File: src/rtl/ksrk_pkg.sv
// ----------------------------------------------------------------------------
// ksrk_pkg
// Shared types, sizes, status codes and key normalization for the key stack.
// ----------------------------------------------------------------------------
package ksrk_pkg;

    localparam int DEPTH     = 16;
    localparam int KEY_BYTES = 7;
    localparam int KEY_W     = 56;
    localparam int ADDR_W    = (DEPTH > 1) ? $clog2(DEPTH) : 1;
    localparam int CNT_W     = ADDR_W + 1;

    localparam logic       CMD_PUSH     = 1'b0;
    localparam logic       CMD_REMOVE   = 1'b1;

    localparam logic [2:0] ST_PUSHED    = 3'd0;
    localparam logic [2:0] ST_FULL      = 3'd1;
    localparam logic [2:0] ST_REMOVED   = 3'd2;
    localparam logic [2:0] ST_NOT_FOUND = 3'd3;
    localparam logic [2:0] ST_EMPTY     = 3'd4;

    typedef struct packed {
        logic             cmd;
        logic [KEY_W-1:0] key_value;
    } t_in_word;

    typedef struct packed {
        logic [2:0] status;
        logic [4:0] entry_count;
    } t_out_word;

    typedef struct packed {
        logic             valid;
        logic [2:0]       status;
        logic [CNT_W-1:0] count;
    } t_done;

    // Clear every byte from the first zero byte upward and beyond KEY_BYTES.
    function automatic logic [KEY_W-1:0] norm_key(input logic [KEY_W-1:0] raw);
        logic [KEY_W-1:0] res;
        logic             ended;
        res   = '0;
        ended = 1'b0;
        for (int b = 0; b < KEY_W / 8; b++) begin
            if (b >= KEY_BYTES || raw[8*b +: 8] == 8'h00) begin
                ended = 1'b1;
            end
            if (!ended) begin
                res[8*b +: 8] = raw[8*b +: 8];
            end
        end
        return res;
    endfunction

endpackage

File: src/rtl/ksrk_mem.sv
// ----------------------------------------------------------------------------
// ksrk_mem
// Key storage: one write port, one read port with registered read data.
// ----------------------------------------------------------------------------
module ksrk_mem (
    input  logic                       i_clk,
    input  logic                       i_wr_en,
    input  logic [ksrk_pkg::ADDR_W-1:0] i_wr_addr,
    input  logic [ksrk_pkg::KEY_W-1:0]  i_wr_data,
    input  logic                       i_rd_en,
    input  logic [ksrk_pkg::ADDR_W-1:0] i_rd_addr,
    output logic [ksrk_pkg::KEY_W-1:0]  o_rd_data
);

    logic [ksrk_pkg::KEY_W-1:0] r_mem [ksrk_pkg::DEPTH];
    logic [ksrk_pkg::KEY_W-1:0] r_rd_data;

    always_ff @(posedge i_clk) begin
        if (i_wr_en) begin
            r_mem[i_wr_addr] <= i_wr_data;
        end
        if (i_rd_en) begin
            r_rd_data <= r_mem[i_rd_addr];
        end
    end

    assign o_rd_data = r_rd_data;

endmodule

File: src/rtl/ksrk_ctl.sv
// ----------------------------------------------------------------------------
// ksrk_ctl
// Command sequencer: push, top-down search with one shared comparator, and
// gap closing by moving entries down one slot at a time.
// ----------------------------------------------------------------------------
module ksrk_ctl (
    input  logic                       i_clk,
    input  logic                       i_rst_n,
    input  logic                       i_start,
    input  ksrk_pkg::t_in_word         i_word,
    output ksrk_pkg::t_done            o_done
);

    localparam logic [2:0] S_IDLE = 3'd0;
    localparam logic [2:0] S_RD   = 3'd1;
    localparam logic [2:0] S_CMP  = 3'd2;
    localparam logic [2:0] S_SRD  = 3'd3;
    localparam logic [2:0] S_SWR  = 3'd4;

    logic [2:0]                   r_state, n_state;
    logic [ksrk_pkg::CNT_W-1:0]   r_cnt, n_cnt;
    logic [ksrk_pkg::ADDR_W-1:0]  r_idx, n_idx;
    logic [ksrk_pkg::KEY_W-1:0]   r_key, n_key;
    logic [ksrk_pkg::KEY_W-1:0]   in_key;
    logic [ksrk_pkg::KEY_W-1:0]   rd_data;
    logic                         wr_en;
    logic [ksrk_pkg::ADDR_W-1:0]  wr_addr;
    logic [ksrk_pkg::KEY_W-1:0]   wr_data;
    logic                         rd_en;
    logic [ksrk_pkg::ADDR_W-1:0]  rd_addr;
    logic [ksrk_pkg::CNT_W-1:0]   idx_ext;
    logic [ksrk_pkg::CNT_W-1:0]   idx_p1;
    logic [ksrk_pkg::CNT_W-1:0]   idx_p2;
    logic                         key_hit;

    ksrk_mem u_mem (
        .i_clk     (i_clk),
        .i_wr_en   (wr_en),
        .i_wr_addr (wr_addr),
        .i_wr_data (wr_data),
        .i_rd_en   (rd_en),
        .i_rd_addr (rd_addr),
        .o_rd_data (rd_data)
    );

    assign in_key  = ksrk_pkg::norm_key(i_word.key_value);
    assign idx_ext = {1'b0, r_idx};
    assign idx_p1  = idx_ext + ksrk_pkg::CNT_W'(1);
    assign idx_p2  = idx_ext + ksrk_pkg::CNT_W'(2);
    assign key_hit = (rd_data == r_key);

    always_comb begin
        n_state      = r_state;
        n_cnt        = r_cnt;
        n_idx        = r_idx;
        n_key        = r_key;
        wr_en        = 1'b0;
        wr_addr      = r_idx;
        wr_data      = rd_data;
        rd_en        = 1'b0;
        rd_addr      = r_idx;
        o_done       = '0;
        o_done.count = r_cnt;
        unique case (r_state)
            S_IDLE: begin
                if (i_start) begin
                    n_key = in_key;
                    if (i_word.cmd == ksrk_pkg::CMD_PUSH) begin
                        o_done.valid = 1'b1;
                        if (r_cnt == ksrk_pkg::CNT_W'(ksrk_pkg::DEPTH)) begin
                            o_done.status = ksrk_pkg::ST_FULL;
                        end else begin
                            wr_en         = 1'b1;
                            wr_addr       = r_cnt[ksrk_pkg::ADDR_W-1:0];
                            wr_data       = in_key;
                            n_cnt         = r_cnt + ksrk_pkg::CNT_W'(1);
                            o_done.status = ksrk_pkg::ST_PUSHED;
                            o_done.count  = n_cnt;
                        end
                    end else if (r_cnt == '0) begin
                        o_done.valid  = 1'b1;
                        o_done.status = ksrk_pkg::ST_EMPTY;
                    end else begin
                        n_idx   = ksrk_pkg::ADDR_W'(r_cnt - ksrk_pkg::CNT_W'(1));
                        n_state = S_RD;
                    end
                end
            end
            S_RD: begin
                rd_en   = 1'b1;
                n_state = S_CMP;
            end
            S_CMP: begin
                if (key_hit) begin
                    if (idx_p1 < r_cnt) begin
                        n_state = S_SRD;
                    end else begin
                        n_cnt         = r_cnt - ksrk_pkg::CNT_W'(1);
                        o_done.valid  = 1'b1;
                        o_done.status = ksrk_pkg::ST_REMOVED;
                        o_done.count  = n_cnt;
                        n_state       = S_IDLE;
                    end
                end else if (r_idx == '0) begin
                    o_done.valid  = 1'b1;
                    o_done.status = ksrk_pkg::ST_NOT_FOUND;
                    n_state       = S_IDLE;
                end else begin
                    n_idx   = r_idx - ksrk_pkg::ADDR_W'(1);
                    n_state = S_RD;
                end
            end
            S_SRD: begin
                rd_en   = 1'b1;
                rd_addr = idx_p1[ksrk_pkg::ADDR_W-1:0];
                n_state = S_SWR;
            end
            S_SWR: begin
                wr_en = 1'b1;
                if (idx_p2 < r_cnt) begin
                    n_idx   = idx_p1[ksrk_pkg::ADDR_W-1:0];
                    n_state = S_SRD;
                end else begin
                    n_cnt         = r_cnt - ksrk_pkg::CNT_W'(1);
                    o_done.valid  = 1'b1;
                    o_done.status = ksrk_pkg::ST_REMOVED;
                    o_done.count  = n_cnt;
                    n_state       = S_IDLE;
                end
            end
            default: begin
                n_state = S_IDLE;
            end
        endcase
    end

    always_ff @(posedge i_clk) begin
        if (!i_rst_n) begin
            r_state <= S_IDLE;
            r_cnt   <= '0;
        end else begin
            r_state <= n_state;
            r_cnt   <= n_cnt;
        end
        r_idx <= n_idx;
        r_key <= n_key;
    end

endmodule

File: src/rtl/key_stack_remove_by_key_core.sv
// ----------------------------------------------------------------------------
// key_stack_remove_by_key_core
// Bounded stack of 7-byte keys with push and remove of the topmost match.
// ----------------------------------------------------------------------------
// Push, full and empty answer in the cycle after the input word is taken.
// Remove: a read and a compare state per entry searched from the top, plus a read
// and a write state per entry moved down (registered-read memory, one comparator).
// Throughput: one command at a time; the next word is taken once the result
// word has left the output register.
// Reset (synchronous, active low) empties the stack; key memory is not cleared.
module key_stack_remove_by_key_core (
    input  logic                 i_clk,
    input  logic                 i_rst_n,
    input  logic                 i_in_valid,
    output logic                 o_in_stall,
    input  ksrk_pkg::t_in_word   i_in_word,
    output logic                 o_out_valid,
    input  logic                 i_out_stall,
    output ksrk_pkg::t_out_word  o_out_word
);

    logic                 r_busy, n_busy;
    logic                 r_out_valid, n_out_valid;
    ksrk_pkg::t_out_word  r_out_word, n_out_word;
    ksrk_pkg::t_done      done;
    logic                 in_acc;

    // Hold off new words while a command runs or a result word waits.
    assign o_in_stall = r_busy | r_out_valid;
    assign in_acc     = i_in_valid & ~o_in_stall;

    ksrk_ctl u_ctl (
        .i_clk   (i_clk),
        .i_rst_n (i_rst_n),
        .i_start (in_acc),
        .i_word  (i_in_word),
        .o_done  (done)
    );

    always_comb begin
        n_busy      = (r_busy | in_acc) & ~done.valid;
        n_out_valid = r_out_valid;
        n_out_word  = r_out_word;
        // Drop the result word once the far side takes it.
        if (r_out_valid && !i_out_stall) begin
            n_out_valid = 1'b0;
        end
        // Capture the finished result into the output register.
        if (done.valid) begin
            n_out_valid            = 1'b1;
            n_out_word.status      = done.status;
            n_out_word.entry_count = 5'(done.count);
        end
    end

    always_ff @(posedge i_clk) begin
        if (!i_rst_n) begin
            r_busy      <= 1'b0;
            r_out_valid <= 1'b0;
        end else begin
            r_busy      <= n_busy;
            r_out_valid <= n_out_valid;
        end
        r_out_word <= n_out_word;
    end

    assign o_out_valid = r_out_valid;
    assign o_out_word  = r_out_word;

    // A result only comes from a command that is running or just taken.
    a_done_owned: assert property (@(posedge i_clk) disable iff (!i_rst_n)
        done.valid |-> (r_busy || in_acc))
        else $error("result without a command in flight");

    // No result may overwrite a pending result word.
    a_no_overrun: assert property (@(posedge i_clk) disable iff (!i_rst_n)
        r_out_valid |-> !done.valid)
        else $error("result overran the output register");

    // Reported count never exceeds the stack depth.
    a_count_bound: assert property (@(posedge i_clk) disable iff (!i_rst_n)
        done.valid |-> (done.count <= ksrk_pkg::CNT_W'(ksrk_pkg::DEPTH)))
        else $error("entry count beyond depth");

endmodule
File: config.mk
export PLATFORM = sky130hd
export DESIGN_NAME = key_stack_remove_by_key_core
export DESIGN_NICKNAME = d
export VERILOG_FILES = /design/src/rtl/ksrk_pkg.sv /design/src/rtl/ksrk_mem.sv /design/src/rtl/ksrk_ctl.sv /design/src/rtl/key_stack_remove_by_key_core.sv
export SDC_FILE = /design/constraint.sdc
export NUM_CORES = 1
export LEC_CHECK = 0
export ABC_CLOCK_PERIOD_IN_PS = 9500
export BUFFER_PORTS_ARGS = -buffer_cell sky130_fd_sc_hd__buf_2
export CAP_MARGIN = 30
export CORE_ASPECT_RATIO = 1.1
export CORE_MARGIN = 2
export CORE_UTILIZATION = 35
export DETAILED_ROUTE_END_ITERATION = 16
export GPL_TIMING_DRIVEN = 0
export PLACE_DENSITY = 0.45
export SLEW_MARGIN = 30
export SYNTH_ARGS = -nofsm -noshare
export SYNTH_HDL_FRONTEND = slang
export SYNTH_SLANG_ARGS = --single-unit
File: constraint.sdc
create_clock -name i_clk -period 9.5 [get_ports i_clk]
set_input_delay 0 -clock i_clk [delete_from_list [all_inputs] [get_ports i_clk]]
set_output_delay 0 -clock i_clk [all_outputs]
set_load 0.1 [all_outputs]
### Word-level counts from Yosys, hierarchy flattened

Memory sizes are Yosys's and may differ from the RTL's. A register that Yosys moved wholly into a read port is not among the register bits.
Index checks and enable logic that the tools add are counted.

| storage, ports and cells | value |
|---|---|
| bits in registers | 78 |
| bits in latches | 0 |
| bits in writable memories | 896 |
| bits in read-only memories | 0 |
| input bits | 61 |
| output and inout port bits | 10 |
| word-level logic and storage cells | 120 |
| memories | 1 |

| cells by class | value |
|---|---|
| $add $sub $neg | 5 |
| multipliers | 0 |
| div/mod/pow operators | 0 |
| $lt $le $gt $ge | 2 |
| equal/unequal tests | 15 |
| shift-type cells | 0 |
| muxes and demuxes | 64 |
| bitwise gates (word level) | 6 |
| reduce and logical (&&, ||, !) cells | 19 |

Memory list:

| memory | words | width | rd ports | clocked after Yosys merged registers in | write ports | RTL line | text |
|---|---|---|---|---|---|---|---|
| u_ctl.u_mem.r_mem | 16 | 56 | 1 | 1 | 1 | ksrk_mem.sv:15 | `logic [ksrk_pkg::KEY_W-1:0] r_mem [ksrk_pkg::DEPTH];` |

Operators with widths:

| operator | count |
|---|---|
| two-way mux 56 bit | 4 |
| two-way mux 4 bit | 15 |
| == test 56 bit | 1 |
| logical NOT 8 bit | 7 |
| two-way mux 8 bit | 7 |
| two-way mux 5 bit | 7 |
| two-way mux 9 bit | 3 |
| case mux 9 bit (3 select lines) | 1 |
| two-way mux 1 bit | 17 |
| case mux 3 bit (5 select lines) | 1 |
| case mux 5 bit (3 select lines) | 1 |
| inequality test 2 bit, second input constant | 7 |
| two-way mux 3 bit | 4 |
| case mux 4 bit (3 select lines) | 1 |
| less-than comparator 5 bit | 2 |
| AND reduction 7 bit | 1 |
| == test 3 x 2 -> 1 bit, second input constant | 2 |
| adder 4 x 1 -> 5 bit, second input constant | 1 |
| adder 4 x 2 -> 5 bit, second input constant | 1 |
| adder 5 x 1 -> 5 bit, second input constant | 1 |
| == test 5 bit, second input constant | 1 |
| logical NOT 5 bit | 1 |
| AND reduction 5 bit | 1 |
| subtractor 5 x 1 -> 5 bit, second input constant | 1 |
| 18 further kinds | 23 |

### Longest topological paths before layout

| logic depth | value |
|---|---|
| word-level depth | 13 |
| gate-level depth with buffers | 12 |

### Cells and area by module

Synthesis repeated with hierarchy kept, for this count alone.

| second synthesis, totals | value |
|---|---|
| cell total of the unflattened synthesis | 1954 |
| area total of the unflattened synthesis | 40495.1 sq um |

By module, submodules not included:

| module | times used | cells an instance | area each (sq um) | seq. area each (sq um) |
|---|---|---|---|---|
| ksrk_mem | 1 | 1445 | 35238.8 | 28587.4 |
| ksrk_ctl | 1 | 491 | 4926.0 | 1961.9 |
| key_stack_remove_by_key_core | 1 | 18 | 330.3 | 280.3 |

### Worst setup path after synthesis

No wires, ideal clock.

| path | value |
|---|---|
| kind | register to register |
| from | reg r_out_valid, in the netlist o_out_valid |
| to | mem u_ctl.u_mem.r_mem[12][0] (netlist bit) (enable) |
| arrival | 6953 ps |
| data required time | 9030 ps |
| setup slack | 2077 ps |
| cell stages (with the launch flop) | 10 |
| period minus slack after synthesis | 7423 ps |
| path through | dfxtp_1 nor2b_1 nand2_1 nor2_1 nand2_1 clkbuf_1 buf_2 nor3_1 a31oi_1 nor2_1 |

| between the ends | value |
|---|---|
| cells in the longest elaborated chain, start to end | 7 |
| elaborated cells on any way between the ends | 9 |
| classes of those cells | mux (6); bitwise (3) |

RTL lines:

| item | RTL line | text |
|---|---|---|
| start, declared | key_stack_remove_by_key_core.sv:23 | `logic r_out_valid, n_out_valid;` |
| start signal, assigned | key_stack_remove_by_key_core.sv:62 | `r_out_valid <= n_out_valid;` |
| OR 1 bit (*) | key_stack_remove_by_key_core.sv:29 | `assign o_in_stall = r_busy \| r_out_valid;` |
| inverter 1 bit (*) | key_stack_remove_by_key_core.sv:30 | `assign in_acc = i_in_valid & ~o_in_stall;` |
| bitwise AND 1 bit (*) | key_stack_remove_by_key_core.sv:30 |  |
| two-way mux 1 bit | ksrk_ctl.sv:66 | `if (i_start) begin` |
| case mux 1 bit (2 select lines) | ksrk_ctl.sv:64 | `unique case (r_state)` |
| two-way mux 1 bit | ksrk_mem.sv:19 | `if (i_wr_en) begin` |
| two-way mux 1 bit (not written as such) | ksrk_mem.sv:20 | `r_mem[i_wr_addr] <= i_wr_data;` |
| end, declared | ksrk_mem.sv:15 |  |

Every way passes the cells marked *; elsewhere a longest branch is shown, timed or not.

==> results.txt <==
Unrepaired setup endpoints after global routing = no
Worst hold slack = 0.1990 ns
DP Area = 0.04528 mm²
Post-synthesis sequential area ratio = 76.09%
Die H = 360.9 µm
Post-synth top area share = 75.59%
Clk_skew = 0.02260 ns
IO Port Bufs = 69
Post-CTS Resized = 0
CP required = 10.12 ns
First-pass GRT wire length = 159.2 mm
Tightest Pin Transition = 1.043 ns
Layout cells sized above 1 = 33.01%
Critical Path Source = u_ctl.u_mem.o_rd_data[48]
Dpl ws = 4.699 ns
Synth Instances = 1819
Clock Pin Slew Worst Setup and Hold Paths = 0.06 ns
Crit. End Element = register
Post-CTS setup buffer count = 0
WL/cell = 29.83 µm
Final setup margin = 4.546 ns
Die width = 328.4 µm
Post-synth EDFFs = 1020
Total core area = 0.1145 mm²
Pin count of the biggest net entering global routing = 37
Data arrival, critical path = 5.57 ns
Status = complete, no violations
Clock tree buffer depth = 3
Initial DRC Count = 1912
Hold-fix buffers, CTS = 66
Total number of yosys warnings = 0
Full die area = 0.1185 mm²
R2R setup slack = 4.55 ns
Later-pin clock latency in the skew report = 0.68 ns
Startpoint class of the critical path = register
# clock sinks = 1030
GR Overflow Total = 0
Final #Nets = 2229
Tcrit/Tclk final = 52.15%
Worst Setup EP = o_out_valid
Primary FF master, synth = edfxtp_1
Reg2reg start = u_ctl.u_mem.o_rd_data[48]
Routed wire length = 112.2 mm
Final ANT Viol Nets = 0
Max_cap viols = 0
Hold Vio Cnt, Final = 0
FFs w/ async S/R, synth = 0%
Critical Path Fanout Max = 10
Total number of vias = 19796
Commonest cells in the netlist = edfxtp_1 (1020), mux4_2 (280), xnor2_1 (65)
Finished layout cell area = 0.04960 mm²
Syn nets = 1895
Setup CP Type = register to register
Vias per cell = 5.265
Initial antenna violation count = 1
Worst VDD drop = 153.6 µV
Synth Register Bits = 1030
Pre-Repair DR Iteration Count = 5
Max Transition Viols Final = 0
Cell taking the most area after synthesis = edfxtp_1
Post-Route Utilization = 43.31%
ANT cells = 0
PD cells = 218.5 mW/mm²
Min-delay worst type = input pin to register
H-Tree Depth = 3
Final setup viols = 0
R2r endpoint = o_out_valid
Syn_area_per_cell = 22.28 µm²
Mapped Area = 0.04052 mm²
Vias in the first global route = 20887
Most frequent cell after synthesis = edfxtp_1
Inserted Clock Buffers = 108
DRC Markers = 0
Slew margin rel. = 30.15%
DP HPWL = 73.27 mm
Cells on worst reg2reg path = 8
# rows = 130
Final RePlAce weighted congestion = 0.8005
Root Buffer = clkbuf_16
Synth top area cells = edfxtp_1 (76%), mux4_2 (16%), xnor2_1 (1.4%)
Final Critical Period = 4.954 ns
Max frequency = 0.2018 GHz
IO Pins = 71
Leakage power total = 15.73 nW
Yosys cell types = 58
Initial Util = 35.38%
Area Growth Syn to Fin = 22.40%
Tot GR Track Use = 19.18%
CTS tree = built
## cell families after synthesis
| logic type | share of synthesized area [%] |
|---|---|
| flops | 76.09 |
| mux | 16.78 |
| simple gates | 2.477 |
| buf+inv | 1.457 |
| compound gates | 1.229 |
| xor+xnor | 1.510 |
| fa+ha+maj | 0.4632 |
## worst max-delay path: stages (launching register included)
cell           delay (ns)
edfxtp_1             0.41
xnor2_1              0.71
nand4_1              0.60
nor4_2               0.74
nand4_1              0.51
mux2_2               0.44
o211ai_1             0.70
o21a_1               0.22
dlygate4sd3_1        0.54
## layout make-up
| class | count | area [µm²] |
|---|---|---|
| Tap cell | 1518 | 1899 |
| Buffer | 89 | 490.5 |
| Multi-Input combinational cell | 671 | 9454 |
| Timing Repair Buffer | 224 | 3294 |
| Fill cell | 9900 | 64910 |
| Sequential cell | 1030 | 30830 |
| Clock inverter | 66 | 676.9 |
| Clock buffer | 133 | 2838 |
| Inverter | 29 | 113.9 |
## worst min-delay path by stage
stage               slack, ns          start  cells after the start               to
finish                   0.20   i_in_word[7]                      3   u_ctl.r_key[7]
detailed placement       0.31   i_in_word[2]                      2   u_ctl.r_key[2]
CTS                      0.14  i_in_word[39]                      3  u_ctl.r_key[39]
global placement         0.29   i_in_word[2]                      2   u_ctl.r_key[2]
floorplan                0.17   i_in_word[0]                      1   u_ctl.r_key[0]
global route             0.18   i_in_word[7]                      3   u_ctl.r_key[7]
## layout by cell type, fill, tap and decap left out, types with 5 or more instances in the layout
cell	count
edfxtp_1	1020
mux4_2	280
clkbuf_16	109
buf_2	104
buf_16	75
dlygate4sd3_1	66
xnor2_1	65
clkbuf_1	49
mux2_2	41
nand2_1	39
and2_1	38
nor2_1	30
inv_1	27
clkinv_1	22
clkinv_2	22
nor2_4	17
nand4_1	16
ha_1	15
o31ai_4	14
nor4_1	13
bufinv_16	13
buf_4	11
buf_6	10
a21oi_1	10
dfxtp_1	10
nor3_1	9
nand2b_1	7
buf_8	7
o21ai_0	6
clkbuf_2	6
a31oi_1	5
buf_12	5
## flip-flops by register name, summed over array words and instances, names as in the netlist
| register | flops |
|---|---|
| u_ctl.r_state | 3 |
| u_ctl.u_mem.r_mem | 896 |
| u_ctl.r_idx | 4 |
| o_out_valid | 1 |
| o_out_word | 8 |
| u_ctl.u_mem.o_rd_data | 56 |
| u_ctl.r_cnt | 5 |
| u_ctl.r_key | 56 |
| r_busy | 1 |
## metal layers
layer	wire length (µm)	vias up	part of all wire, %	global-route usage (%)
met5	0	-	0	0
li1	-	8311	-	-
met1	49120	10845	44	26.67
met2	56170	510	50	32.05
met4	2345	0	2.1	4.942
met3	4521	130	4.0	2.309
## power breakdown
group / switching, mW / leakage, nW / internal, mW
clock network: 1.75 / 1.73 / 2.47
logic: 0.795 / 4.70 / 0.506
registers: 0.0464 / 9.30 / 5.27
## metrics by stage
step / std cells / setup TNS, ns / power, mW
3_5_place_dp: 3494 / 0 / 6.702
5_1_grt: 3760 / 0 / 11.22
3_3_place_gp: 3406 / -5713.07 / 6.603
4_1_cts: 3759 / 0 / 10.95
6_report: 3760 / 0 / 10.83
2_1_floorplan: 1819 / 0 / 6.169
(Power assumes the default switching activity.)
